### config.mk
export PLATFORM = sky130hd
export DESIGN_NAME = lru_key_value_cache_core
export DESIGN_NICKNAME = d
export VERILOG_FILES = /design/src/rtl/core/lkvc_pkg.sv /design/src/rtl/core/lkvc_cell.sv /design/src/rtl/core/lru_key_value_cache_core.sv
export SDC_FILE = /design/constraint.sdc
export NUM_CORES = 2
export LEC_CHECK = 0
export BUFFER_PORTS_ARGS = -buffer_cell sky130_fd_sc_hd__clkbuf_2
export CAP_MARGIN = 25
export CORE_MARGIN = 4
export CORE_UTILIZATION = 35
export CTS_CLUSTER_DIAMETER = 80
export CTS_CLUSTER_SIZE = 28
export DETAILED_ROUTE_END_ITERATION = 12
export PLACE_DENSITY = 0.47
export SLEW_MARGIN = 20
export SYNTH_ARGS = -nofsm -noshare
export SYNTH_HDL_FRONTEND = slang
export SYNTH_SLANG_ARGS = --single-unit
### constraint.sdc
create_clock -name clk -period 8.2 [get_ports clk]
set_input_delay 1.23 -clock clk [delete_from_list [all_inputs] [get_ports clk]]
set_output_delay 1.23 -clock clk [all_outputs]
set_load 0.03 [all_outputs]
### src/rtl/core/lkvc_pkg.sv
// Shared types and constants for the LRU key/value cache core.
// No dependencies; imported by lkvc_cell and lru_key_value_cache_core.
package lkvc_pkg;

    localparam int KEY_W           = 32;
    localparam int VAL_W           = 32;
    localparam int CAP_W           = 5;
    localparam int STATUS_W        = 3;
    localparam int MAX_ENTRIES_DEF = 16;

    localparam logic [CAP_W-1:0] CAP_RESET = 5'd16;

    localparam logic REQ_SET = 1'b0;
    localparam logic REQ_GET = 1'b1;

    localparam logic [STATUS_W-1:0] ST_INSERTED = 3'd0;
    localparam logic [STATUS_W-1:0] ST_EVICTED  = 3'd1;
    localparam logic [STATUS_W-1:0] ST_PRESENT  = 3'd2;
    localparam logic [STATUS_W-1:0] ST_HIT      = 3'd3;
    localparam logic [STATUS_W-1:0] ST_MISS     = 3'd4;

    localparam logic [VAL_W-1:0] MISS_VALUE = {VAL_W{1'b1}};

    // One cache entry as it moves down the recency chain
    typedef struct packed {
        logic             valid;
        logic [KEY_W-1:0] key;
        logic [VAL_W-1:0] value;
    } entry_t;

endpackage

### src/rtl/core/lkvc_cell.sv
// One recency slot of the LRU chain: holds an entry, compares it to the request key.
// Depends on lkvc_pkg.
module lkvc_cell
    import lkvc_pkg::*;
(
    input  logic             clk,
    input  logic             rst_n,
    input  logic             take,
    input  entry_t           upstream,
    input  logic [KEY_W-1:0] req_key,
    output entry_t           entry,
    output logic             match
);

    logic             valid_reg;
    logic [KEY_W-1:0] key_reg;
    logic [VAL_W-1:0] value_reg;

    always_ff @(posedge clk or negedge rst_n)
    begin
        if (!rst_n)
        begin
            valid_reg <= 1'b0;
        end
        else if (take)
        begin
            valid_reg <= upstream.valid;
        end
    end

    // Payload needs no reset: only valid slots are ever read
    always_ff @(posedge clk)
    begin
        if (take)
        begin
            key_reg   <= upstream.key;
            value_reg <= upstream.value;
        end
    end

    assign entry.valid = valid_reg;
    assign entry.key   = key_reg;
    assign entry.value = value_reg;
    assign match       = valid_reg && (key_reg == req_key);

endmodule

### src/rtl/core/lru_key_value_cache_core.sv
// Top level of the fully associative LRU key/value cache.
// Depends on lkvc_pkg and lkvc_cell.
//
// Usage
//   Request channel: in_valid / in_stall with req_type (0 set, 1 get), key, value.
//   Result channel: out_valid / out_stall with status, read_value, evicted_key,
//   evicted_value. Every request item yields exactly one result item.
//   Configuration: cfg_we / cfg_wdata write the capacity register; write it only
//   while no request is in flight.
// Operation and throughput
//   A request is resolved in the cycle it is accepted: every cell compares its key
//   in parallel, the hit slot is found, and the chain shifts one place toward the
//   least recent end. The result item appears in the output register in the cycle
//   after acceptance. One item is taken per cycle while in_stall is low.
// Stall
//   While out_stall holds a waiting result, in_stall is raised and the result holds.
//   Once the result is taken, a new item may be accepted in the same cycle.
// Reset
//   rst_n clears all slot valid bits, occupancy and the output valid flag, and
//   returns capacity to 16. There is no clearing pass; the block is ready at once.
module lru_key_value_cache_core
    import lkvc_pkg::*;
#(
    parameter int MAX_ENTRIES = MAX_ENTRIES_DEF
)
(
    input  logic                clk,
    input  logic                rst_n,
    input  logic                cfg_we,
    input  logic [CAP_W-1:0]    cfg_wdata,
    input  logic                in_valid,
    output logic                in_stall,
    input  logic                req_type,
    input  logic [KEY_W-1:0]    key,
    input  logic [VAL_W-1:0]    value,
    output logic                out_valid,
    input  logic                out_stall,
    output logic [STATUS_W-1:0] status,
    output logic [VAL_W-1:0]    read_value,
    output logic [KEY_W-1:0]    evicted_key,
    output logic [VAL_W-1:0]    evicted_value
);

    localparam int IDX_W = (MAX_ENTRIES > 1) ? $clog2(MAX_ENTRIES) : 1;
    localparam int CNT_W = $clog2(MAX_ENTRIES + 1);
    localparam int CW    = (CNT_W > CAP_W) ? CNT_W : CAP_W;

    logic [CAP_W-1:0] capacity_reg;
    logic [CNT_W-1:0] occ_reg, occ_next;

    logic                out_valid_reg, out_valid_next;
    logic [STATUS_W-1:0] status_reg, status_next;
    logic [VAL_W-1:0]    read_value_reg, read_value_next;
    logic [KEY_W-1:0]    evicted_key_reg, evicted_key_next;
    logic [VAL_W-1:0]    evicted_value_reg, evicted_value_next;

    entry_t                 chain [MAX_ENTRIES+1];
    logic [MAX_ENTRIES-1:0] match_vec;
    logic [MAX_ENTRIES-1:0] take_vec;

    logic             accept;
    logic             hit;
    logic [IDX_W-1:0] hit_idx;
    logic [VAL_W-1:0] hit_value;
    logic [IDX_W-1:0] evict_idx;
    logic [KEY_W-1:0] tail_key;
    logic [VAL_W-1:0] tail_value;
    logic [CW-1:0]    cap_eff;
    logic             full;
    logic             update;
    logic [IDX_W-1:0] limit;

    // Hold new items back while a finished result is still waiting
    assign in_stall = out_valid_reg && out_stall;
    assign accept   = in_valid && !in_stall;

    // Keys are unique among valid slots, so at most one cell matches
    always_comb
    begin
        hit_idx    = '0;
        hit_value  = '0;
        tail_key   = '0;
        tail_value = '0;
        for (int i = 0; i < MAX_ENTRIES; i++)
        begin
            if (match_vec[i])
            begin
                hit_idx   = hit_idx | IDX_W'(i);
                hit_value = hit_value | chain[i+1].value;
            end
            if (evict_idx == IDX_W'(i))
            begin
                tail_key   = tail_key | chain[i+1].key;
                tail_value = tail_value | chain[i+1].value;
            end
        end
    end

    assign hit       = |match_vec;
    assign evict_idx = IDX_W'(occ_reg - CNT_W'(1));

    // Zero capacity acts as one, oversize capacity as the full chain
    always_comb
    begin
        if (capacity_reg == '0)
        begin
            cap_eff = CW'(1);
        end
        else if (CW'(capacity_reg) > CW'(MAX_ENTRIES))
        begin
            cap_eff = CW'(MAX_ENTRIES);
        end
        else
        begin
            cap_eff = CW'(capacity_reg);
        end
    end

    assign full = (CW'(occ_reg) >= cap_eff) && (occ_reg != '0);

    // Decide result and how far down the chain the shift reaches
    always_comb
    begin
        status_next        = ST_MISS;
        read_value_next    = '0;
        evicted_key_next   = '0;
        evicted_value_next = '0;
        update             = 1'b0;
        limit              = '0;
        occ_next           = occ_reg;
        if (req_type == REQ_SET)
        begin
            if (hit)
            begin
                status_next = ST_PRESENT;
            end
            else if (full)
            begin
                status_next        = ST_EVICTED;
                evicted_key_next   = tail_key;
                evicted_value_next = tail_value;
                update             = accept;
                limit              = evict_idx;
            end
            else
            begin
                // Occupancy is below the chain length here, so it fits the index
                status_next = ST_INSERTED;
                update      = accept;
                limit       = IDX_W'(occ_reg);
                if (accept)
                begin
                    occ_next = occ_reg + CNT_W'(1);
                end
            end
        end
        else
        begin
            if (hit)
            begin
                status_next     = ST_HIT;
                read_value_next = hit_value;
                update          = accept;
                limit           = hit_idx;
            end
            else
            begin
                status_next     = ST_MISS;
                read_value_next = MISS_VALUE;
            end
        end
    end

    // Head of the chain: the entry that becomes most recent
    assign chain[0].valid = 1'b1;
    assign chain[0].key   = key;
    assign chain[0].value = (req_type == REQ_GET) ? hit_value : value;

    genvar g;
    generate
        for (g = 0; g < MAX_ENTRIES; g++)
        begin : g_cell
            // Advance every slot up to the limit by one place
            assign take_vec[g] = update && (IDX_W'(g) <= limit);

            lkvc_cell u_cell (
                .clk      (clk),
                .rst_n    (rst_n),
                .take     (take_vec[g]),
                .upstream (chain[g]),
                .req_key  (key),
                .entry    (chain[g+1]),
                .match    (match_vec[g])
            );
        end
    endgenerate

    always_ff @(posedge clk or negedge rst_n)
    begin
        if (!rst_n)
        begin
            capacity_reg <= CAP_RESET;
        end
        else if (cfg_we)
        begin
            capacity_reg <= cfg_wdata;
        end
    end

    always_ff @(posedge clk or negedge rst_n)
    begin
        if (!rst_n)
        begin
            occ_reg       <= '0;
            out_valid_reg <= 1'b0;
        end
        else
        begin
            occ_reg       <= occ_next;
            out_valid_reg <= out_valid_next;
        end
    end

    // Drop the result once taken, hold it while stalled
    assign out_valid_next = accept || (out_valid_reg && out_stall);

    always_ff @(posedge clk)
    begin
        if (accept)
        begin
            status_reg        <= status_next;
            read_value_reg    <= read_value_next;
            evicted_key_reg   <= evicted_key_next;
            evicted_value_reg <= evicted_value_next;
        end
    end

    assign out_valid     = out_valid_reg;
    assign status        = status_reg;
    assign read_value    = read_value_reg;
    assign evicted_key   = evicted_key_reg;
    assign evicted_value = evicted_value_reg;

    // Keys stay unique across the chain
    a_unique_match: assert property (@(posedge clk) disable iff (!rst_n)
        $onehot0(match_vec))
    else $error("more than one cell matches the request key");

    // Occupancy stays within the chain, and a nonzero occupancy has a valid head slot
    a_valid_run: assert property (@(posedge clk) disable iff (!rst_n)
        $countones(take_vec) <= MAX_ENTRIES &&
        (occ_reg == '0 || chain[1].valid) && CW'(occ_reg) <= CW'(MAX_ENTRIES))
    else $error("occupancy out of step with the cell chain");

    // An accepted item shows a result on the next cycle
    a_result_follows: assert property (@(posedge clk) disable iff (!rst_n)
        accept |=> out_valid_reg)
    else $error("accepted item produced no result");

endmodule

==> results_dict.tcl <==
set metrics [dict create \
    grt_max_degree 54 \
    drv_slew 0 \
    yosys_warnings 0 \
    clkTransAtPathRegs_ps 100 \
    crit_arrival_ps 6820 \
    drive_gt1_share_pct 12.0 \
    clock_latency_ps 730 \
    cts_setup_buffers 0 \
    synth_area_mm2 0.0522 \
    p_per_area_mw_per_mm2 318 \
    cts.repair.resized 0 \
    antenna_left 0 \
    die_x_um 394 \
    top_layer "met5" \
    grt_use_total_pct 33.5 \
    yosys_register_bits 1150 \
    maxCapViolCount 0 \
    drc 0 \
    dr.pass1.iters 7 \
    wl_met2_mm 112 \
    viasPerCell 6.90 \
    r2r_slack_ps 2320 \
    syn_inst 3733 \
    p_leak_nw 18.7 \
    via_count 40000 \
    cts_buffer_depth 3 \
    wl_met1_mm 115 \
    ys.flop_type "edfxtp_1" \
    cts_root_buf "clkbuf_16" \
    cts_tree "built" \
    overflow 0 \
    hp-class "flip-flop to flip-flop" \
    outcome "finished clean" \
    max_freq_ghz 0.156 \
    cts_hold_buf 0 \
    antenna_found_initial 9 \
    clock-sinks 1150 \
    grt_pass1_vias 36700 \
    synthDistinctLibCells 72 \
    slowest_stage "xor2_1" \
    fin_skew_ps 45.4 \
    fin_nets 3903 \
    worst_pin_slew_ps 1180 \
    finalSetupTns_ps 0 \
    grt_pass1_wl_mm 357 \
    htree_levels 3 \
    synth-edff-count 1123 \
    worstSetupPathType "input pin to flip-flop" \
    cpPeakStageDelay_ps 940 \
    numCtsBuffers 72 \
    min_period_over_period_pct 78.2 \
    required_ps 8600 \
    gp_congestion 1.13 \
    async_flop_share_pct 2.35 \
    layout_common_cells "1123 x edfxtp_1, 510 x a22oi_1, 425 x xor2_1" \
    rsz0062_at_grt "no" \
    die_h_um 394 \
    endpoint_kind "flip-flop" \
    synth_nets 3819 \
    startpoint_type "input pin" \
    vdd_drop_max_uv 305 \
    path_cells "clkbuf_2, xor2_1, nor4_1, nand3_1, nor4_1, a2111oi_0, buf_4, and4_1, nand2_1, o21ai_0, nand3_1, nand2_4, buf_4" \
    finalWirelength_mm 270 \
    hold_viol_final 0 \
    final_common_cell "edfxtp_1" \
    setup_violations 0 \
    syn_to_final_growth_pct 11.2 \
    relSlewSlack_pct 21.2 \
    fin_crit_ps 6410 \
    yosysSeqAreaShare_pct 65.8 \
    first_iter_violations 8232 \
    rows 141 \
    cp_max_fo 25 \
    coreArea_mm2 0.148 \
    syn_area_per_cell_um2 14.0 \
    dp_hpwl_mm 185 \
    wl_met3_mm 34.4 \
    dieArea_mm2 0.156 \
    post_drt_wl_per_cell_um 46.5 \
    portBuffers 175 \
    initial_core_util_pct 35.3 \
    utilization_pct 39.2 \
    io_pins 176 \
]
cell families (layout without fill, tap and decap cells):
family / count (synthesis) / count (layout) / share of synthesized area (%)
compound gates: 885 / 885 / 13.0
xor+xnor: 515 / 515 / 8.63
fa+ha+maj: 11 / 11 / 0.263
buf+inv: 271 / 412 / 2.56
flops: 1150 / 1150 / 65.8
mux: 16 / 16 / 0.350
other cells: 0 / 3 / 0
simple gates: 885 / 885 / 9.34
final timing paths:
kind	startpoint	to	depth (start not counted)
min in group asynchronous	rst_n	g_cell[4].u_cell.valid_reg	1
worst max-delay path	key[12]	g_cell[6].u_cell.value_reg[20]	13
worst min register to register	g_cell[3].u_cell.value_reg[17]	g_cell[4].u_cell.value_reg[17]	0
worst min-delay path	g_cell[3].u_cell.value_reg[17]	g_cell[4].u_cell.value_reg[17]	0
worst max register to register	g_cell[2].u_cell.key_reg[25]	g_cell[6].u_cell.value_reg[20]	12
max in group asynchronous	rst_n	g_cell[12].u_cell.valid_reg	1
where the power goes:
part | leakage, nW | switching (mW) | internal (mW)
clock network | 1.28 | 2.47 | 1.92
logic | 6.76 | 4.48 | 1.48
registers | 10.6 | 0.738 | 7.42
layer usage:
layer | up-vias | global-route usage, %
li1 | 15200 | -
met1 | 20900 | 50.5
met2 | 3531 | 47.9
met3 | 472 | 8.38
met4 | 8 | 8.78
met5 | - | 0
synth_stat cells, drive strengths merged, types with 47 or more instances:
cell type	count	share of area (%)
a21oi	70	0.68
a221oi	129	2.2
a22o	129	2.2
a22oi	510	7.3
buf	101	1.3
clkbuf	152	1.1
edfxtp	1123	65
nand2	47	0.34
nand3	172	1.6
nand4	109	1.3
nor2	216	1.6
nor4	200	2.5
xnor2	89	1.5
xor2	426	7.1
stage by stage:
stage                     cell area (um2)  power [mW]  hold WS [ps]  setup WS (ps)  std cells
final                               58100        18.5           469           1790       5807
after floorplan                     52200        10.9           450           1350       3733
after global placement              55400        14.1           463           1170       5672
after detailed placement            55400        14.0           464           1200       5672
after CTS                           58100        18.3           466           1960       5803
after global routing                58100        18.9           487           1810       5804
final cells by class:
class | instances | area [um2]
timing repair buffer | 263 | 1700
sequential | 1150 | 34400
inverter | 18 | 80.1
tap | 1930 | 2410
clock inverter | 55 | 857
clock buffer | 76 | 1840
fill | 13800 | 89900
antenna | 3 | 7.51
multi-input combinational | 2312 | 16800
worst max-delay path, delay by kind of cell:
kind	cells	cell delay [ps]
buffers and inverters	3	1070
AOI/OAI and AO/OA	2	1430
xor gates and xnor gates	1	940
and+or+nand+nor	7	2020
No activity file was read; power rests on OpenSTA's default activity.
